**config.mk**
```make
export PLATFORM = sky130hd
export DESIGN_NAME = http_chunked_body_decoder_core
export DESIGN_NICKNAME = d
export VERILOG_FILES = /design/src/rtl/hcbd_pkg.sv /design/src/rtl/hcbd_in_stage.sv /design/src/rtl/hcbd_parser.sv /design/src/rtl/hcbd_out_stage.sv /design/src/rtl/http_chunked_body_decoder_core.sv
export VERILOG_INCLUDE_DIRS = /design/src /design/src/rtl
export SDC_FILE = /design/constraint.sdc
export NUM_CORES = 1
export LEC_CHECK = 0
export ABC_CLOCK_PERIOD_IN_PS = 17500
export BUFFER_PORTS_ARGS = -buffer_cell sky130_fd_sc_hd__buf_2
export CAP_MARGIN = 10
export CORE_MARGIN = 2
export CORE_UTILIZATION = 65
export CTS_CLUSTER_DIAMETER = 80
export DETAILED_ROUTE_END_ITERATION = 6
export PLACE_DENSITY = 0.89
export SLEW_MARGIN = 40
export SYNTH_ARGS = -nofsm -noshare
export SYNTH_HDL_FRONTEND = slang
export SYNTH_SLANG_ARGS = --single-unit
```
**constraint.sdc**
```tcl
create_clock -name clk -period 17.5 [get_ports clk]
set_input_delay 2.625 -clock clk [delete_from_list [all_inputs] [get_ports clk]]
set_output_delay 2.625 -clock clk [all_outputs]
set_load 0.05 [all_outputs]
```
**src/rtl/http_chunked_body_decoder_core_macros.svh**
```systemverilog
// ----------------------------------------------------------------------------
// Chunked body decoder assertion macros
// Shared concurrent assertion forms, clocked on clk, off during reset.
// ----------------------------------------------------------------------------
`ifndef HTTP_CHUNKED_BODY_DECODER_CORE_MACROS_SVH
`define HTTP_CHUNKED_BODY_DECODER_CORE_MACROS_SVH

// same-cycle implication
`define HCBD_ASSERT_NOW(label, ante, cons, msg) \
    label: assert property (@(posedge clk) disable iff (!rst_n) (ante) |-> (cons)) \
        else $error(msg);

// next-cycle implication
`define HCBD_ASSERT_NEXT(label, ante, cons, msg) \
    label: assert property (@(posedge clk) disable iff (!rst_n) (ante) |=> (cons)) \
        else $error(msg);

`endif

```
**src/rtl/hcbd_pkg.sv**
```systemverilog
// ----------------------------------------------------------------------------
// Chunked body decoder package
// Widths, character codes, result kinds, item types and the hex decoder.
// ----------------------------------------------------------------------------
`timescale 1ns / 1ps

package hcbd_pkg;

    localparam int SIZE_BITS   = 64;
    localparam int LENGTH_BITS = 32;
    localparam int TOTAL_BITS  = 64;
    localparam int CFG_BITS    = 32;
    localparam int DIGIT_BITS  = 4;
    localparam int OUT_LEN_BITS = 32;

    localparam logic [CFG_BITS-1:0]   CFG_RESET = CFG_BITS'(1048576);
    localparam logic [TOTAL_BITS-1:0] LEN_MAX   =
        TOTAL_BITS'((65'd1 << LENGTH_BITS) - 65'd1);

    localparam logic [7:0] CHAR_CR = 8'h0D;
    localparam logic [7:0] CHAR_LF = 8'h0A;

    // trailer CR LF matcher: start counts the size line CR LF, done at CR LF CR LF
    localparam logic [2:0] TM_NONE  = 3'd0;
    localparam logic [2:0] TM_CR    = 3'd1;
    localparam logic [2:0] TM_START = 3'd2;
    localparam logic [2:0] TM_CR2   = 3'd3;
    localparam logic [2:0] TM_DONE  = 3'd4;

    typedef enum logic [1:0] {
        KIND_BYTE      = 2'd0,
        KIND_END       = 2'd1,
        KIND_MALFORMED = 2'd2,
        KIND_TOO_LARGE = 2'd3
    } kind_t;

    typedef struct packed {
        logic [7:0] byte_in;
        logic       restart;
    } in_item_t;

    typedef struct packed {
        kind_t                   kind;
        logic [7:0]              data_byte;
        logic [OUT_LEN_BITS-1:0] body_length;
    } out_item_t;

    typedef struct packed {
        logic      valid;
        out_item_t item;
    } result_t;

    typedef struct packed {
        logic                  ok;
        logic [DIGIT_BITS-1:0] value;
    } hex_t;

    function automatic hex_t hex_decode(input logic [7:0] b);
        hex_t h;
        h.ok    = 1'b1;
        h.value = '0;
        if (b >= 8'h30 && b <= 8'h39)
        begin
            h.value = DIGIT_BITS'(b - 8'h30);
        end
        else if (b >= 8'h61 && b <= 8'h66)
        begin
            h.value = DIGIT_BITS'(b - 8'h57);
        end
        else if (b >= 8'h41 && b <= 8'h46)
        begin
            h.value = DIGIT_BITS'(b - 8'h37);
        end
        else
        begin
            h.ok = 1'b0;
        end
        return h;
    endfunction

endpackage

```
**src/rtl/hcbd_in_stage.sv**
```systemverilog
// ----------------------------------------------------------------------------
// Chunked body decoder input register
// Holds one accepted item until the parser consumes it.
// ----------------------------------------------------------------------------
`timescale 1ns / 1ps

module hcbd_in_stage (
    input  logic             clk,
    input  logic             rst_n,
    input  logic             in_valid,
    output logic             in_ready,
    input  hcbd_pkg::in_item_t in_item,
    input  logic             consume,
    output logic             held_valid,
    output hcbd_pkg::in_item_t held_item
);

    logic               valid_reg;
    logic               valid_next;
    hcbd_pkg::in_item_t item_reg;

    assign in_ready   = !valid_reg || consume;
    assign held_valid = valid_reg;
    assign held_item  = item_reg;

    always_comb
    begin
        valid_next = valid_reg;
        if (in_valid && in_ready)
        begin
            valid_next = 1'b1;
        end
        else if (consume)
        begin
            valid_next = 1'b0;
        end
    end

    always_ff @(posedge clk or negedge rst_n)
    begin
        if (!rst_n)
        begin
            valid_reg <= 1'b0;
        end
        else
        begin
            valid_reg <= valid_next;
        end
    end

    always_ff @(posedge clk)
    begin
        if (in_valid && in_ready)
        begin
            item_reg <= in_item;
        end
    end

endmodule

```
**src/rtl/hcbd_parser.sv**
```systemverilog
// ----------------------------------------------------------------------------
// Chunked body decoder parser
// Per-byte state update and result selection; holds the limit register.
// ----------------------------------------------------------------------------
`timescale 1ns / 1ps

module hcbd_parser (
    input  logic                               clk,
    input  logic                               rst_n,
    input  logic                               cfg_wr_en,
    input  logic [hcbd_pkg::CFG_BITS-1:0]      cfg_wr_data,
    input  logic                               step,
    input  hcbd_pkg::in_item_t                 item,
    output hcbd_pkg::result_t                  res
);

    typedef enum logic [2:0] {
        PH_SIZE    = 3'd0,
        PH_DATA    = 3'd1,
        PH_CR      = 3'd2,
        PH_LF      = 3'd3,
        PH_TRAILER = 3'd4
    } phase_t;

    localparam int SB = hcbd_pkg::SIZE_BITS;
    localparam int TB = hcbd_pkg::TOTAL_BITS;

    phase_t                             phase_reg, phase_next;
    logic [SB-1:0]                      acc_reg, acc_next;
    logic                               ovf_reg, ovf_next;
    logic                               seen_reg, seen_next;
    logic                               ended_reg, ended_next;
    logic                               crp_reg, crp_next;
    logic [TB-1:0]                      left_reg, left_next;
    logic [TB-1:0]                      total_reg, total_next;
    logic [2:0]                         tm_reg, tm_next;
    logic                               err_reg, err_next;
    logic [hcbd_pkg::CFG_BITS-1:0]      cfg_reg;

    logic [TB-1:0]                      limit;
    logic [TB-1:0]                      room;
    logic [7:0]                         b;
    hcbd_pkg::hex_t                     hex;
    logic [2:0]                         tm_step;

    assign b     = item.byte_in;
    assign hex   = hcbd_pkg::hex_decode(b);
    assign limit = (TB'(cfg_reg) > hcbd_pkg::LEN_MAX) ? hcbd_pkg::LEN_MAX : TB'(cfg_reg);
    assign room  = limit - total_reg;

    always_comb
    begin
        if (b == hcbd_pkg::CHAR_CR)
        begin
            tm_step = (tm_reg == hcbd_pkg::TM_START) ? hcbd_pkg::TM_CR2 : hcbd_pkg::TM_CR;
        end
        else if (b == hcbd_pkg::CHAR_LF &&
                 (tm_reg == hcbd_pkg::TM_CR || tm_reg == hcbd_pkg::TM_CR2))
        begin
            tm_step = tm_reg + 3'd1;
        end
        else
        begin
            tm_step = hcbd_pkg::TM_NONE;
        end
    end

    always_comb
    begin
        phase_next = phase_reg;
        acc_next   = acc_reg;
        ovf_next   = ovf_reg;
        seen_next  = seen_reg;
        ended_next = ended_reg;
        crp_next   = crp_reg;
        left_next  = left_reg;
        total_next = total_reg;
        tm_next    = tm_reg;
        err_next   = err_reg;
        res        = '0;

        if (step)
        begin
            if (item.restart)
            begin
                phase_next = PH_SIZE;
                acc_next   = '0;
                ovf_next   = 1'b0;
                seen_next  = 1'b0;
                ended_next = 1'b0;
                crp_next   = 1'b0;
                left_next  = '0;
                total_next = '0;
                tm_next    = hcbd_pkg::TM_START;
                err_next   = 1'b0;
            end
            else if (!err_reg)
            begin
                unique case (phase_reg)
                    PH_SIZE:
                    begin
                        if (crp_reg && b == hcbd_pkg::CHAR_LF)
                        begin
                            acc_next   = '0;
                            ovf_next   = 1'b0;
                            seen_next  = 1'b0;
                            ended_next = 1'b0;
                            crp_next   = 1'b0;
                            if (!seen_reg || ovf_reg)
                            begin
                                err_next       = 1'b1;
                                res.valid      = 1'b1;
                                res.item.kind  = hcbd_pkg::KIND_MALFORMED;
                            end
                            else if (acc_reg == '0)
                            begin
                                phase_next = PH_TRAILER;
                                tm_next    = hcbd_pkg::TM_START;
                            end
                            else if (TB'(acc_reg) > room)
                            begin
                                err_next       = 1'b1;
                                res.valid      = 1'b1;
                                res.item.kind  = hcbd_pkg::KIND_TOO_LARGE;
                            end
                            else
                            begin
                                total_next = total_reg + TB'(acc_reg);
                                left_next  = TB'(acc_reg);
                                phase_next = PH_DATA;
                            end
                        end
                        else
                        begin
                            crp_next = (b == hcbd_pkg::CHAR_CR);
                            if (!ended_reg)
                            begin
                                if (!hex.ok)
                                begin
                                    ended_next = 1'b1;
                                end
                                else
                                begin
                                    seen_next = 1'b1;
                                    if (!ovf_reg)
                                    begin
                                        if (acc_reg[SB-1 -: hcbd_pkg::DIGIT_BITS] != '0)
                                        begin
                                            ovf_next = 1'b1;
                                        end
                                        else
                                        begin
                                            acc_next = {acc_reg[SB-hcbd_pkg::DIGIT_BITS-1:0],
                                                        hex.value};
                                        end
                                    end
                                end
                            end
                        end
                    end
                    PH_DATA:
                    begin
                        left_next = left_reg - TB'(1);
                        if (left_reg == TB'(1))
                        begin
                            phase_next = PH_CR;
                        end
                        res.valid          = 1'b1;
                        res.item.kind      = hcbd_pkg::KIND_BYTE;
                        res.item.data_byte = b;
                    end
                    PH_CR:
                    begin
                        if (b != hcbd_pkg::CHAR_CR)
                        begin
                            err_next      = 1'b1;
                            res.valid     = 1'b1;
                            res.item.kind = hcbd_pkg::KIND_MALFORMED;
                        end
                        else
                        begin
                            phase_next = PH_LF;
                        end
                    end
                    PH_LF:
                    begin
                        if (b != hcbd_pkg::CHAR_LF)
                        begin
                            err_next      = 1'b1;
                            res.valid     = 1'b1;
                            res.item.kind = hcbd_pkg::KIND_MALFORMED;
                        end
                        else
                        begin
                            phase_next = PH_SIZE;
                            acc_next   = '0;
                            ovf_next   = 1'b0;
                            seen_next  = 1'b0;
                            ended_next = 1'b0;
                            crp_next   = 1'b0;
                        end
                    end
                    PH_TRAILER:
                    begin
                        tm_next = tm_step;
                        if (tm_step == hcbd_pkg::TM_DONE)
                        begin
                            res.valid            = 1'b1;
                            res.item.kind        = hcbd_pkg::KIND_END;
                            res.item.body_length = hcbd_pkg::OUT_LEN_BITS'(total_reg);
                            phase_next = PH_SIZE;
                            acc_next   = '0;
                            ovf_next   = 1'b0;
                            seen_next  = 1'b0;
                            ended_next = 1'b0;
                            crp_next   = 1'b0;
                            left_next  = '0;
                            total_next = '0;
                            tm_next    = hcbd_pkg::TM_START;
                        end
                    end
                    default:
                    begin
                        phase_next = PH_SIZE;
                    end
                endcase
            end
        end
    end

    always_ff @(posedge clk or negedge rst_n)
    begin
        if (!rst_n)
        begin
            phase_reg <= PH_SIZE;
            acc_reg   <= '0;
            ovf_reg   <= 1'b0;
            seen_reg  <= 1'b0;
            ended_reg <= 1'b0;
            crp_reg   <= 1'b0;
            left_reg  <= '0;
            total_reg <= '0;
            tm_reg    <= hcbd_pkg::TM_START;
            err_reg   <= 1'b0;
            cfg_reg   <= hcbd_pkg::CFG_RESET;
        end
        else
        begin
            phase_reg <= phase_next;
            acc_reg   <= acc_next;
            ovf_reg   <= ovf_next;
            seen_reg  <= seen_next;
            ended_reg <= ended_next;
            crp_reg   <= crp_next;
            left_reg  <= left_next;
            total_reg <= total_next;
            tm_reg    <= tm_next;
            err_reg   <= err_next;
            if (cfg_wr_en)
            begin
                cfg_reg <= cfg_wr_data;
            end
        end
    end

endmodule

```
**src/rtl/hcbd_out_stage.sv**
```systemverilog
// ----------------------------------------------------------------------------
// Chunked body decoder result register
// Holds one result item until the consumer takes it.
// ----------------------------------------------------------------------------
`timescale 1ns / 1ps

module hcbd_out_stage (
    input  logic                clk,
    input  logic                rst_n,
    input  logic                load,
    input  hcbd_pkg::out_item_t load_item,
    output logic                free,
    output logic                out_valid,
    input  logic                out_ready,
    output hcbd_pkg::out_item_t out_item
);

    logic                valid_reg;
    logic                valid_next;
    hcbd_pkg::out_item_t item_reg;

    assign free      = !valid_reg || out_ready;
    assign out_valid = valid_reg;
    assign out_item  = item_reg;

    always_comb
    begin
        valid_next = valid_reg;
        if (load)
        begin
            valid_next = 1'b1;
        end
        else if (out_ready)
        begin
            valid_next = 1'b0;
        end
    end

    always_ff @(posedge clk or negedge rst_n)
    begin
        if (!rst_n)
        begin
            valid_reg <= 1'b0;
        end
        else
        begin
            valid_reg <= valid_next;
        end
    end

    always_ff @(posedge clk)
    begin
        if (load)
        begin
            item_reg <= load_item;
        end
    end

endmodule

```
**src/rtl/http_chunked_body_decoder_core.sv**
```systemverilog
// ----------------------------------------------------------------------------
// Chunked body decoder top level
// Decodes an HTTP chunked body byte by byte into body bytes, message end and
// error items.
// ----------------------------------------------------------------------------
//  channel  | signals                         | handshake
//  ---------+---------------------------------+-------------------
//  input    | in_valid, in_ready, in_item     | valid/ready
//  output   | out_valid, out_ready, out_item  | valid/ready
//  config   | cfg_wr_en, cfg_wr_data          | write strobe, no wait
//
//  One item per cycle sustained while out_ready is high.
//  The parser steps on the input register and loads the result register.
//  Reset restores the size-line phase and a limit of 1048576 bytes.
//  A stalled result freezes the parser; the input register takes one item,
//  after which in_ready stays low until the result is taken.
// ----------------------------------------------------------------------------
`timescale 1ns / 1ps

`include "http_chunked_body_decoder_core_macros.svh"

module http_chunked_body_decoder_core (
    input  logic                          clk,
    input  logic                          rst_n,
    input  logic                          in_valid,
    output logic                          in_ready,
    input  hcbd_pkg::in_item_t            in_item,
    output logic                          out_valid,
    input  logic                          out_ready,
    output hcbd_pkg::out_item_t           out_item,
    input  logic                          cfg_wr_en,
    input  logic [hcbd_pkg::CFG_BITS-1:0] cfg_wr_data
);

    logic               held_valid;
    hcbd_pkg::in_item_t held_item;
    logic               out_free;
    logic               consume;
    hcbd_pkg::result_t  res;

    assign consume = held_valid && out_free;

    hcbd_in_stage u_in (
        .clk        (clk),
        .rst_n      (rst_n),
        .in_valid   (in_valid),
        .in_ready   (in_ready),
        .in_item    (in_item),
        .consume    (consume),
        .held_valid (held_valid),
        .held_item  (held_item)
    );

    hcbd_parser u_parser (
        .clk         (clk),
        .rst_n       (rst_n),
        .cfg_wr_en   (cfg_wr_en),
        .cfg_wr_data (cfg_wr_data),
        .step        (consume),
        .item        (held_item),
        .res         (res)
    );

    hcbd_out_stage u_out (
        .clk       (clk),
        .rst_n     (rst_n),
        .load      (res.valid),
        .load_item (res.item),
        .free      (out_free),
        .out_valid (out_valid),
        .out_ready (out_ready),
        .out_item  (out_item)
    );

    `HCBD_ASSERT_NOW(a_ready_when_empty, !out_valid, in_ready, "input stalled with empty output")
    `HCBD_ASSERT_NOW(a_len_only_on_end, out_valid && out_item.kind != hcbd_pkg::KIND_END, out_item.body_length == '0, "length on non-end item")
    `HCBD_ASSERT_NOW(a_data_only_on_byte, out_valid && out_item.kind != hcbd_pkg::KIND_BYTE, out_item.data_byte == '0, "data on non-byte item")
    `HCBD_ASSERT_NEXT(a_no_result_idle, !held_valid && !out_valid, !out_valid, "result without item")

endmodule
```
Word level (Yosys, flattened, before mapping)
Index checks and enable logic that the tools add are counted.
{"block": "classes", "n_eq_ne": 28, "add_sub_neg": 7, "magnitude_cmp": 7, "muxes": 104, "n_reduce_logical": 32, "n_bitwise": 4}
{"operator": "$mux W64", "count": 21}
{"operator": "$pmux W64 S3", "count": 2}
{"operator": "$mux W43", "count": 3}
{"operator": "$pmux W64 S2", "count": 1}
{"operator": "$mux W3", "count": 25}
{"operator": "$add A64 B64 Y64", "count": 1}
{"operator": "$eq A64 B1 Y1 const B", "count": 1}
{"operator": "$gt A64 B64 Y1", "count": 1}
{"operator": "$logic_not A64 Y1", "count": 1}
{"operator": "$mux W32", "count": 2}
{"operator": "$sub A32 B64 Y64", "count": 1}
{"operator": "$sub A64 B1 Y64 const B", "count": 1}
{"operator": "$mux W1", "count": 37}
{"operator": "$pmux W3 S5", "count": 2}
{"operator": "$reduce_and A9 Y1", "count": 2}
{"operator": "$eq A8 B4 Y1 const B", "count": 2}
{"operator": "$ge A8 B7 Y1 const B", "count": 2}
{"operator": "$le A8 B7 Y1 const B", "count": 2}
{"operator": "$ne A8 B4 Y1 const B", "count": 2}
{"operator": "$reduce_and A8 Y1", "count": 2}
{"operator": "$ne A3 B3 Y1 const B", "count": 5}
{"operator": "$pmux W1 S3", "count": 5}
{"operator": "$eq A3 B2 Y1 const B", "count": 4}
{"operator": "$mux W4", "count": 3}
{"operator": "29 further kinds", "count": 54}
{"block": "totals", "word_cells": 200, "inputBits": 46, "regBits": 288, "output_inout_bits": 44}

Depth between registers and ports, before layout
Gate-level depths: netlist (run 1).
{"block": "depth", "depth_word": 13, "ltp_mapped": 28, "depth_no_buf": 25}

By module
A second synthesis (run 1) with hierarchy kept.
{"block": "unflattened", "hier_cells": 2394, "hier_area_um2": 20395.8}
{"module": "hcbd_parser", "seq_area_each_um2": 5883.1, "area_per_inst_um2": 18756.7, "instances": 1, "cells_per_inst": 2335}
{"module": "hcbd_out_stage", "seq_area_each_um2": 1286.2, "area_per_inst_um2": 1308.8, "instances": 1, "cells_per_inst": 45}
{"module": "hcbd_in_stage", "seq_area_each_um2": 295.3, "area_per_inst_um2": 324.1, "instances": 1, "cells_per_inst": 13}
{"module": "http_chunked_body_decoder_core", "seq_area_each_um2": 0.0, "area_per_inst_um2": 6.3, "instances": 1, "cells_per_inst": 1}

Worst setup path before layout (run 1)
OpenSTA, ideal clock, no wires.
{"block": "synth_timing", "kind": "reg-to-reg", "start": "reg u_parser.cfg_reg[0] in the netlist's numbering", "end": "reg u_out.item_reg (netlist bit u_out.out_item[0]), enable pin", "synth_period_minus_slack_ps": 6058, "required_time_ps": 17104, "arrival_ps": 5661, "path_stages_with_launch": 28, "slack_ps": 11442, "setup_time_ps": 396, "n_path_buf": 2, "cell_sequence": "dfrtp_1 inv_1 ha_1 inv_1 fa_1 a21o_1 a21oi_1 nor3_1 o21ai_0 nor4bb_1 nor3_1 o31ai_1 nand2b_1 clkbuf_1 clkbuf_1 nand3_1 xnor2_1 ha_1 nand4_1 or4_1 nor4_1 and2_1 a21oi_1 a21oi_1 nand2b_1 a21o_1 o31ai_1 inv_1"}
{"block": "synth_via", "elab_chain_len": 10}
{"element": "start, declared", "line": "hcbd_parser.sv:38", "text": "logic [hcbd_pkg::CFG_BITS-1:0] cfg_reg;"}
{"element": "start signal, assigned", "line": "hcbd_parser.sv:245", "text": "cfg_reg <= hcbd_pkg::CFG_RESET;"}
{"element": "start signal, assigned", "line": "hcbd_parser.sv:261", "text": "cfg_reg <= cfg_wr_data;"}
{"element": "$sub A32 B64 Y64", "line": "hcbd_parser.sv:49", "text": "assign room = limit - total_reg;"}
{"element": "$gt A64 B64 Y1", "line": "hcbd_parser.sv:120", "text": "else if (TB'(acc_reg) > room)"}
{"element": "$mux W3", "line": "hcbd_parser.sv:120"}
{"element": "$mux W3", "line": "hcbd_parser.sv:115", "text": "else if (acc_reg == '0)"}
{"element": "$mux W3", "line": "hcbd_parser.sv:109", "text": "if (!seen_reg || ovf_reg)"}
{"element": "$mux W3", "line": "hcbd_parser.sv:102", "text": "if (crp_reg && b == hcbd_pkg::CHAR_LF)"}
{"element": "$pmux W3 S5", "line": "hcbd_parser.sv:99", "text": "unique case (phase_reg)"}
{"element": "$mux W43", "line": "hcbd_parser.sv:97", "text": "else if (!err_reg)"}
{"element": "$mux W43", "line": "hcbd_parser.sv:84", "text": "if (item.restart)"}
{"element": "$mux W43", "line": "hcbd_parser.sv:82", "text": "if (step)"}
{"element": "named net u_out.load", "line": "hcbd_out_stage.sv:10", "text": "input logic load,"}
{"element": "end signal, assigned", "line": "hcbd_out_stage.sv:55", "text": "item_reg <= load_item;"}
{"element": "end, declared", "line": "hcbd_out_stage.sv:20", "text": "hcbd_pkg::out_item_t item_reg;"}
The timed path passes the listed nets, and every way through them passes these cells.
A chain may end at the register's enable or synchronous reset.

Final worst setup path (run 1)
{"block": "layout_timing", "start": "reg u_parser.cfg_reg[0] in the netlist's numbering", "end": "reg u_parser.total_reg[44]"}
{"block": "layout_via", "elab_chain_len": 4}
{"element": "$sub A32 B64 Y64", "line": "hcbd_parser.sv:49"}
{"element": "$gt A64 B64 Y1", "line": "hcbd_parser.sv:120"}
{"element": "$ne A3 B3 Y1 (no source line)"}
{"element": "$reduce_and A8 Y1 (no source line)"}
{"element": "end signal, assigned", "line": "hcbd_parser.sv:256", "text": "total_reg <= total_next;"}
{"element": "end, declared", "line": "hcbd_parser.sv:35", "text": "logic [TB-1:0] total_reg, total_next;"}
No other way between the ends.

==> summary by stage, run 1 <==
Synthesis
When the netlist entered floorplanning its net count stood at 2,605. In the post-synthesis netlist, the biggest area contributors are sky130_fd_sc_hd__dfrtp_1, sky130_fd_sc_hd__ha_1, sky130_fd_sc_hd__edfxtp_1. The fraction of post-synthesis cell area in the top cell type by area is 0.286.

The most instantiated flip-flop cell in the synthesis netlist is sky130_fd_sc_hd__dfrtp_1. Yosys instantiated no cell more often than sky130_fd_sc_hd__nand2_1. The number of different library cells used by synthesis comes to 88. The post-synthesis instance area is 20,600 µm². The post-synthesis sequential element count is 288. The largest area contributor in the netlist is sky130_fd_sc_hd__dfrtp_1.

The count of synthesis-stage warnings from yosys is 0. The fraction of synthesis flops using an asynchronous set or reset pin is 0.823. Sorting the synthesized cells by how often they occur yields sky130_fd_sc_hd__nand2_1, sky130_fd_sc_hd__dfrtp_1, sky130_fd_sc_hd__o21ai_0. After technology mapping, the gate count stands at about 2,400. Dividing the synthesized area by the synthesized cell count gives 8.62 µm².

The post-synthesis sequential area ratio is 0.362. Counting flops with a built-in enable in the synthesized netlist gives 51.

Worst setup path
The worst flop-to-flop path endpoint is u_parser.total_reg[44]. The worst register-to-register path has a setup slack of 9790 ps. STA classifies the critical path startpoint as a flop.

The largest stage delay on the critical path is between 700 and 800 ps. Data on the critical path arrives at its endpoint at 8070 ps. Data on the critical path is required at its endpoint by 17,850 ps. The number of gates on the worst path with buffers counted is 24.

The worst register-to-register path has a depth of 24. The number of buffer and inverter instances along the worst setup path is 3. The family with the most delay on the worst path is simple AND/OR/NAND/NOR gates.

The worst setup path category is flop to flop. The most critical setup path has its startpoint at u_parser.cfg_reg[0]. On the critical path, the stage with the largest delay is an instance of sky130_fd_sc_hd__buf_4. The startpoint of the lowest-slack register-to-register path is u_parser.cfg_reg[0].

The endpoint class of the critical path is a flop. Traced cell by cell, the critical path runs through inv_1, ha_1, inv_1, fa_1, a21o_1, a21oi_1, nor3_1, o21ai_0, nor4bb_1, nor3_1, o31ai_1, nand2b_1, nand4_1, xnor2_1, ha_1, nand4_1, or4_1, nor4_1, and2_1, nand2_1, a31oi_2, a211o_2, buf_4, o31ai_1. The peak fanout along the critical path is 67. The capture point of the worst path is u_parser.total_reg[44].

Clocking
For the worst-skew pair, the clock arrives at the later sink with an insertion delay of 520 ps. The number of setup buffers added after CTS is 0. After clock tree synthesis, the clock-pin slew on the worst setup and hold paths is 60 ps. TritonCTS built the clock tree. The maximum level of the CTS H-tree is 2. The number of buffers on the longest clock path is 3.

Gates resized during post-CTS repair numbered 0. The tree is rooted in a sky130_fd_sc_hd__clkbuf_16. Hold repair after CTS inserted 0 buffers.

The number of buffers created by CTS is 34. The number of clock sinks seen by CTS is around 290.

Die
For this configuration, the core starts out at a cell density of 0.656. The number of core rows is 65. The core region is 31,400 µm². In this run the vertical extent of the chip is 182 µm.

For this design the top-level I/O count stands at 90. The area of the die is 33,100 µm². The die is approximately 180 µm wide.

GRT
The pin count of the biggest net entering global routing is 71. Across every metal layer, demand over resource in global routing totals 0.362. The first global-routing pass estimated 97.8 mm of wire. The number of antenna violations at the first check in global routing was 0.

The total global routing overflow is 0. The number of global-route vias before repair is 18,910.

Outcome
The flow ran to the end, and the final reports show no timing, DRC or antenna violations.

Placement
Summed over all nets, the half-perimeter wirelength after detailed placement is 42.5 mm. Buffers placed on the I/O ports in this run total 89. The instance count after placement with tap cells included is ~2,800. The placed cell area is about 21,000 µm². The congestion estimate from routability-driven global placement came to roughly 1.0.

STA
The final hold violation count was 0. Setup violations remaining at the end of the flow were counted as 0. The number of pins with negative max-slew slack in the final report came to 0. The worst-case clock skew is approximately 21 ps. Static timing analysis puts the maximum clock frequency at 130 MHz. In the finished design, the share of the clock period the worst path needs comes to 0.441. At the pin with the least slew margin, the transition time is 836 ps.

The setup TNS is 0 ps. Setup repair after global routing left no endpoint under its margin. The shortest clock period the worst path allows after layout is roughly 7700 ps.

Measured against its own limit, the worst slew margin works out to 0.437.

Min path
In this run the worst hold path is classified as flop to flop.

Routing
The total routed wirelength is 59.9 mm. The via count is 19,296. The final antenna-violating net count is 0. Using the TritonRoute via totals, the vias-per-cell ratio works out to 6.78.

The total DRC errors in the routed layout is 0. The violation count after the first detailed-route iteration is roughly 2,100. In the final routed layout, each cell accounts on average for ~21 µm.

The pre-antenna-repair detailed-routing pass consisted of 6 iterations.

Final layout
The number of antenna diodes in the final layout is 0. Summing all non-filler instances in the final layout gives an area of 22,400 µm². Counting the fill cells in the layout gives between 2,000 and 2,500. At the end of the flow, the number of nets in the layout was 2,635. The share of cells above drive strength 1 is 0.0974. The final cell count without fillers is between 2,000 and 3,000. Compared with the post-synthesis result, the final layout area differs by 9.00%.

Job
The max-capacitance violation count is 0.

Power
VDD sags by at most 0.0786 mV. The power density over the cells is 108 nW/µm². The total leakage power is 9.84 nW.
## layout by cell type (no fill, tap or decap), types with 40 or more instances in the layout
cell	instances
sky130_fd_sc_hd__nand2_1	332
sky130_fd_sc_hd__a21o_1	61
sky130_fd_sc_hd__nor4_1	40
sky130_fd_sc_hd__xor2_1	46
sky130_fd_sc_hd__nand3_1	52
sky130_fd_sc_hd__inv_1	91
sky130_fd_sc_hd__and2_1	54
sky130_fd_sc_hd__edfxtp_1	51
sky130_fd_sc_hd__nor2_1	137
sky130_fd_sc_hd__a21oi_1	173
sky130_fd_sc_hd__ha_1	169
sky130_fd_sc_hd__dfrtp_1	235
sky130_fd_sc_hd__nor3_1	47
sky130_fd_sc_hd__o31ai_1	57
sky130_fd_sc_hd__xnor2_1	85
sky130_fd_sc_hd__buf_2	87
sky130_fd_sc_hd__o21ai_0	229
## per-layer routing
layer	vias to the layer above	share of wire	global-route usage
met2	1123	0.46	0.585
met5	-	0	0
met1	9153	0.40	0.486
li1	8784	-	-
met3	236	0.093	0.0606
met4	0	0.042	0.152
## tightest hold or removal path, delay by kind of cell, from the launching register on
kind	cells	cell delay (ps)
flip-flops	1	350
AO/OA/AOI/OAI	1	50
AND/OR/NAND/NOR	1	60
## how the worst min path moves through the flow
stage / from / to / slack [ps] / cells after the start
final: u_parser.tm_reg[2] / u_parser.tm_reg[2] / 500 / 2
after floorplan: u_parser.tm_reg[2] / u_parser.tm_reg[2] / 440 / 2
after global routing: u_parser.tm_reg[2] / u_parser.tm_reg[2] / 520 / 2
after CTS: u_parser.tm_reg[2] / u_parser.tm_reg[2] / 500 / 2
after global placement: u_parser.tm_reg[2] / u_parser.tm_reg[2] / 460 / 2
after detailed placement: u_parser.tm_reg[2] / u_parser.tm_reg[2] / 480 / 2
## power by group
part | switching [mW] | total (mW) | internal [mW]
registers | 0.0544 | 0.792 | 0.737
logic | 0.643 | 0.895 | 0.253
clock network | 0.294 | 0.736 | 0.442
total | 0.991 | 2.42 | 1.43
## logic make-up (layout without fill, tap and decap cells)
family                     count (synthesis)  count (layout)  share of synthesized area
adders and majority gates                171             171                      0.105
DFF                                      288             288                      0.362
xor gates and xnor gates                 131             131                     0.0557
buffers and inverters                    207             262                     0.0405
AOI/OAI and AO/OA                        734             734                      0.225
muxes                                     35              35                     0.0191
and+or+nand+nor                          822             822                      0.193
## cell type report
type                    instances  area, µm²  share of cell area
inverters                      92        348              0.0155
multi-input cells            1893      12300               0.550
repair buffers                109        651              0.0290
flip-flops and latches        288       7460               0.333
clock inverters                18        193             0.00858
clock buffers                  43        946              0.0421
well taps                     402        503              0.0224
## stage by stage
stage,utilization,setup WS [ps],power [mW],hold slack [ps]
2_1_floorplan,-,11440,1.44,443
3_3_place_gp,0.676,10220,1.62,459
3_5_place_dp,0.678,10040,1.66,485
4_1_cts,0.714,10000,2.40,498
5_1_grt,0.715,9410,2.53,520
6_report,0.715,9790,2.42,499
Note: power is estimated with default switching activity, not from simulation.
==> run 2: changes to the inputs <==
--- a/config.mk
+++ b/config.mk
@@ -6,14 +6,14 @@
 export SDC_FILE = /design/constraint.sdc
 export NUM_CORES = 1
 export LEC_CHECK = 0
-export ABC_CLOCK_PERIOD_IN_PS = 17500
+export ABC_CLOCK_PERIOD_IN_PS = 6500
 export BUFFER_PORTS_ARGS = -buffer_cell sky130_fd_sc_hd__buf_2
 export CAP_MARGIN = 10
 export CORE_MARGIN = 2
-export CORE_UTILIZATION = 65
+export CORE_UTILIZATION = 57
 export CTS_CLUSTER_DIAMETER = 80
 export DETAILED_ROUTE_END_ITERATION = 6
-export PLACE_DENSITY = 0.89
+export PLACE_DENSITY = 0.84
 export SLEW_MARGIN = 40
 export SYNTH_ARGS = -nofsm -noshare
 export SYNTH_HDL_FRONTEND = slang
==> constraint.sdc (replaced) <==
create_clock -name clk -period 6.5 [get_ports clk]
set_input_delay 0.975 -clock clk [delete_from_list [all_inputs] [get_ports clk]]
set_output_delay 0.975 -clock clk [all_outputs]
set_load 0.05 [all_outputs]
==> run 2 against run 1 <==
Maximum frequency rose by 25%. Register-to-register slack got worse by 9500 ps. First-iteration DRC count fell by 9.7%. Via count fell by 0.64%. Routed wire length rose by 3.5%. Largest cell class unchanged. Global-route usage fell by 4.3 points. Core utilization fell by 7.0 points. Critical path type unchanged. Flip-flop and latch count did not move. Worst hold slack got worse by 140 ps. Critical endpoint is now u_out.out_item[28].
==> summary by stage, run 2 (synthesized netlist as in run 1, its figures left out) <==
Job
The max-capacitance violation count is 0.

Clocking
The number of clock sinks seen by CTS is 288. In this run the number of H-tree levels came out at 2. For the worst-skew pair, the clock arrives at the later sink with an insertion delay of 570 ps. The root buffer cell chosen for the clock tree is sky130_fd_sc_hd__clkbuf_16. Buffers inserted during clock tree synthesis total 35.

No sink is reached through more buffers than the 3 on the longest clock path. The clock-pin transition on the worst setup and hold timing paths is 60 ps. The clock tree from TritonCTS is built. The number of hold-repair buffers added at the cts stage is 0.

Worst setup path
The peak fanout along the critical path is 16. The largest stage delay on the critical path is 600 ps. The endpoint class of the critical path is a flop. The sort of element at the start of the critical path is a flop.

The setup path with the least slack is of type flop to flop. The library cell contributing the largest single delay on the critical path is sky130_fd_sc_hd__or4_4. The data required time of the worst path is 6750 ps. The worst endpoint data arrival time is 6440 ps.

STA
The setup TNS is 0 ps. The relative max-transition margin is 0.348. The final clock period utilization by the worst path is 0.952. The maximum achievable frequency is 162 MHz. The shortest clock period the worst path allows after layout is 6190 ps. The final hold violation count came to 0.

For the pin with the worst max-slew slack, the measured transition is just under 1000 ps. Setup violations remaining at the end of the flow were counted as 0. The number of pins with negative max-slew slack in the final report is 0. Setup repair after global routing left no endpoint under its margin. The worst-case clock skew is 27.6 ps.

Power
IR analysis of the VDD net gives a maximum drop of approximately 0.29 mV. The combinational power share is 0.383. Internal power comes to 4.00 mW. The net switching fraction of the power is 0.410.

For this design the ratio of total power to cell area is 295 nW/µm². The total leakage power is 10.0 nW. The share of total power dissipated in the clock network is 0.302. The share of total power dissipated in sequential elements is 0.315. Summed over all nets, the switching power comes to between 2 and 3 mW.

GRT
The number of antenna violations at the first check in global routing came to 0. The pin count of the biggest net entering global routing is 129. The number of global-route vias before repair came to 18,488. Across every metal layer, demand over resource in global routing totals 0.320. After global routing the overflow that remains totals 0. The first global-routing pass estimated 98.3 mm of wire.

Routing
The vias per cell is approximately 6.5. The total DRC errors in the routed layout is 0. The total routed wirelength is 62.0 mm. The pre-antenna-repair detailed-routing pass consisted of 6 iterations. In the final routed layout, each cell accounts on average for between 20 and 25 µm. The violation count after the first detailed-route iteration is 1,898. The via count is 19,173. Once detail routing completed, the nets flagged for antenna violations numbered 0.

Placement
Once placement finished, the instance area stood at 21,500 µm². The count of buffers added on input and output ports is 89. At the end of routability-driven placement, the weighted congestion stood at 0.943. Detailed placement finished with a half-perimeter wire length of ~43 mm.

Die
The area of the die is 37,700 µm². The width of the die is 194 µm. After floorplanning, the core was divided into 69 placement rows.

The number of top-level pins is 90. For this configuration, the core starts out at a cell density of 0.579. The die is 194 µm tall. The core region is roughly 36,000 µm².

Final layout
The share of the core filled with cells in the final layout is 0.645. The share of cells above drive strength 1 is 0.109. The count of inserted antenna diode cells is 0.

The area of all placed cells without fillers is 22,900 µm². The most common cell after layout, fill and taps aside is sky130_fd_sc_hd__nand2_1. At the end of the flow, the number of nets in the layout was 2,659.

The library cells used most frequently in the layout, excluding fill and tap cells, are sky130_fd_sc_hd__nand2_1, sky130_fd_sc_hd__dfrtp_1, sky130_fd_sc_hd__o21ai_0, sky130_fd_sc_hd__a21oi_1, sky130_fd_sc_hd__ha_1. Compared with the post-synthesis result, the final layout area differs by 11.3%.

Outcome
The run finished with clean final reports.

Min path
The type of the most critical hold path is primary input to asynchronous set/reset pin.
[run 2: changes by cell type in the layout (fill, tap and decap cells not counted), moves of 3 or more]
cell                        delta
sky130_fd_sc_hd__buf_4        +14
sky130_fd_sc_hd__buf_12        +4
sky130_fd_sc_hd__clkbuf_1      +9
sky130_fd_sc_hd__clkinv_2      -6
sky130_fd_sc_hd__clkbuf_16     +3
[run 2: worst paths after layout]
kind	start	end	slack, ps	depth (start not counted)
min	rst_n	u_parser.total_reg[24]	350	1
max in group asynchronous	rst_n	u_parser.acc_reg[40]	4970	2
min in group clk	u_parser.tm_reg[2]	u_parser.tm_reg[2]	490	2
max reg2reg	u_parser.cfg_reg[0]	u_out.out_item[28]	310	29
max	u_parser.cfg_reg[0]	u_out.out_item[28]	310	29
min reg2reg	u_parser.tm_reg[2]	u_parser.tm_reg[2]	490	2
[run 2: layout make-up]
class | count | area, µm²
sequential | 288 | 7460
multi-input combinational | 1894 | 12400
fill | 2895 | 12600
clock buffer | 52 | 991
tap | 461 | 577
inverter | 92 | 345
clock inverter | 12 | 181
timing repair buffer | 131 | 933
[run 2: through the flow]
step | setup slack (ps) | hold slack [ps] | instances | power, mW
5_1_grt | 3.51 | 387 | 2930 | 7.08
2_1_floorplan | 442 | 443 | 2388 | 3.88
3_5_place_dp | 18.0 | 475 | 2856 | 4.61
6_report | 311 | 354 | 2930 | 6.77
4_1_cts | 74.9 | 360 | 2920 | 6.66
3_3_place_gp | 321 | 465 | 2853 | 4.45
[run 2: power by group through the flow]
stage / clock network [mW] / logic [mW] / registers [mW]
after floorplan: 0 / 1.66 / 2.22
after global placement: 0 / 2.30 / 2.15
after detailed placement: 0 / 2.45 / 2.15
after CTS: 2.06 / 2.48 / 2.13
after global routing: 2.13 / 2.80 / 2.15
final: 2.04 / 2.60 / 2.13
[run 2: worst max-delay path: cells and delay by family, from the launching register on]
| family | cells | cell delay [ps] |
|---|---|---|
| xor+xnor | 1 | 90 |
| simple gates | 10 | 1980 |
| buf+inv | 7 | 920 |
| compound gates | 8 | 1570 |
| flops | 1 | 360 |
| fa+ha+maj | 3 | 950 |
[run 2: repair_timing]
item / in CTS / in global routing
pin swaps: 0 / 4
setup endpoints to repair: 1 / 165
resized for setup: 1 / 13
gates cloned: 0 / 5
buffers inserted: 0 / 4
[run 2: layer usage]
metal,GRT usage,part of all wire
met5,0,0
met4,0.121,0.037
met3,0.0485,0.081
met2,0.509,0.46
met1,0.441,0.42
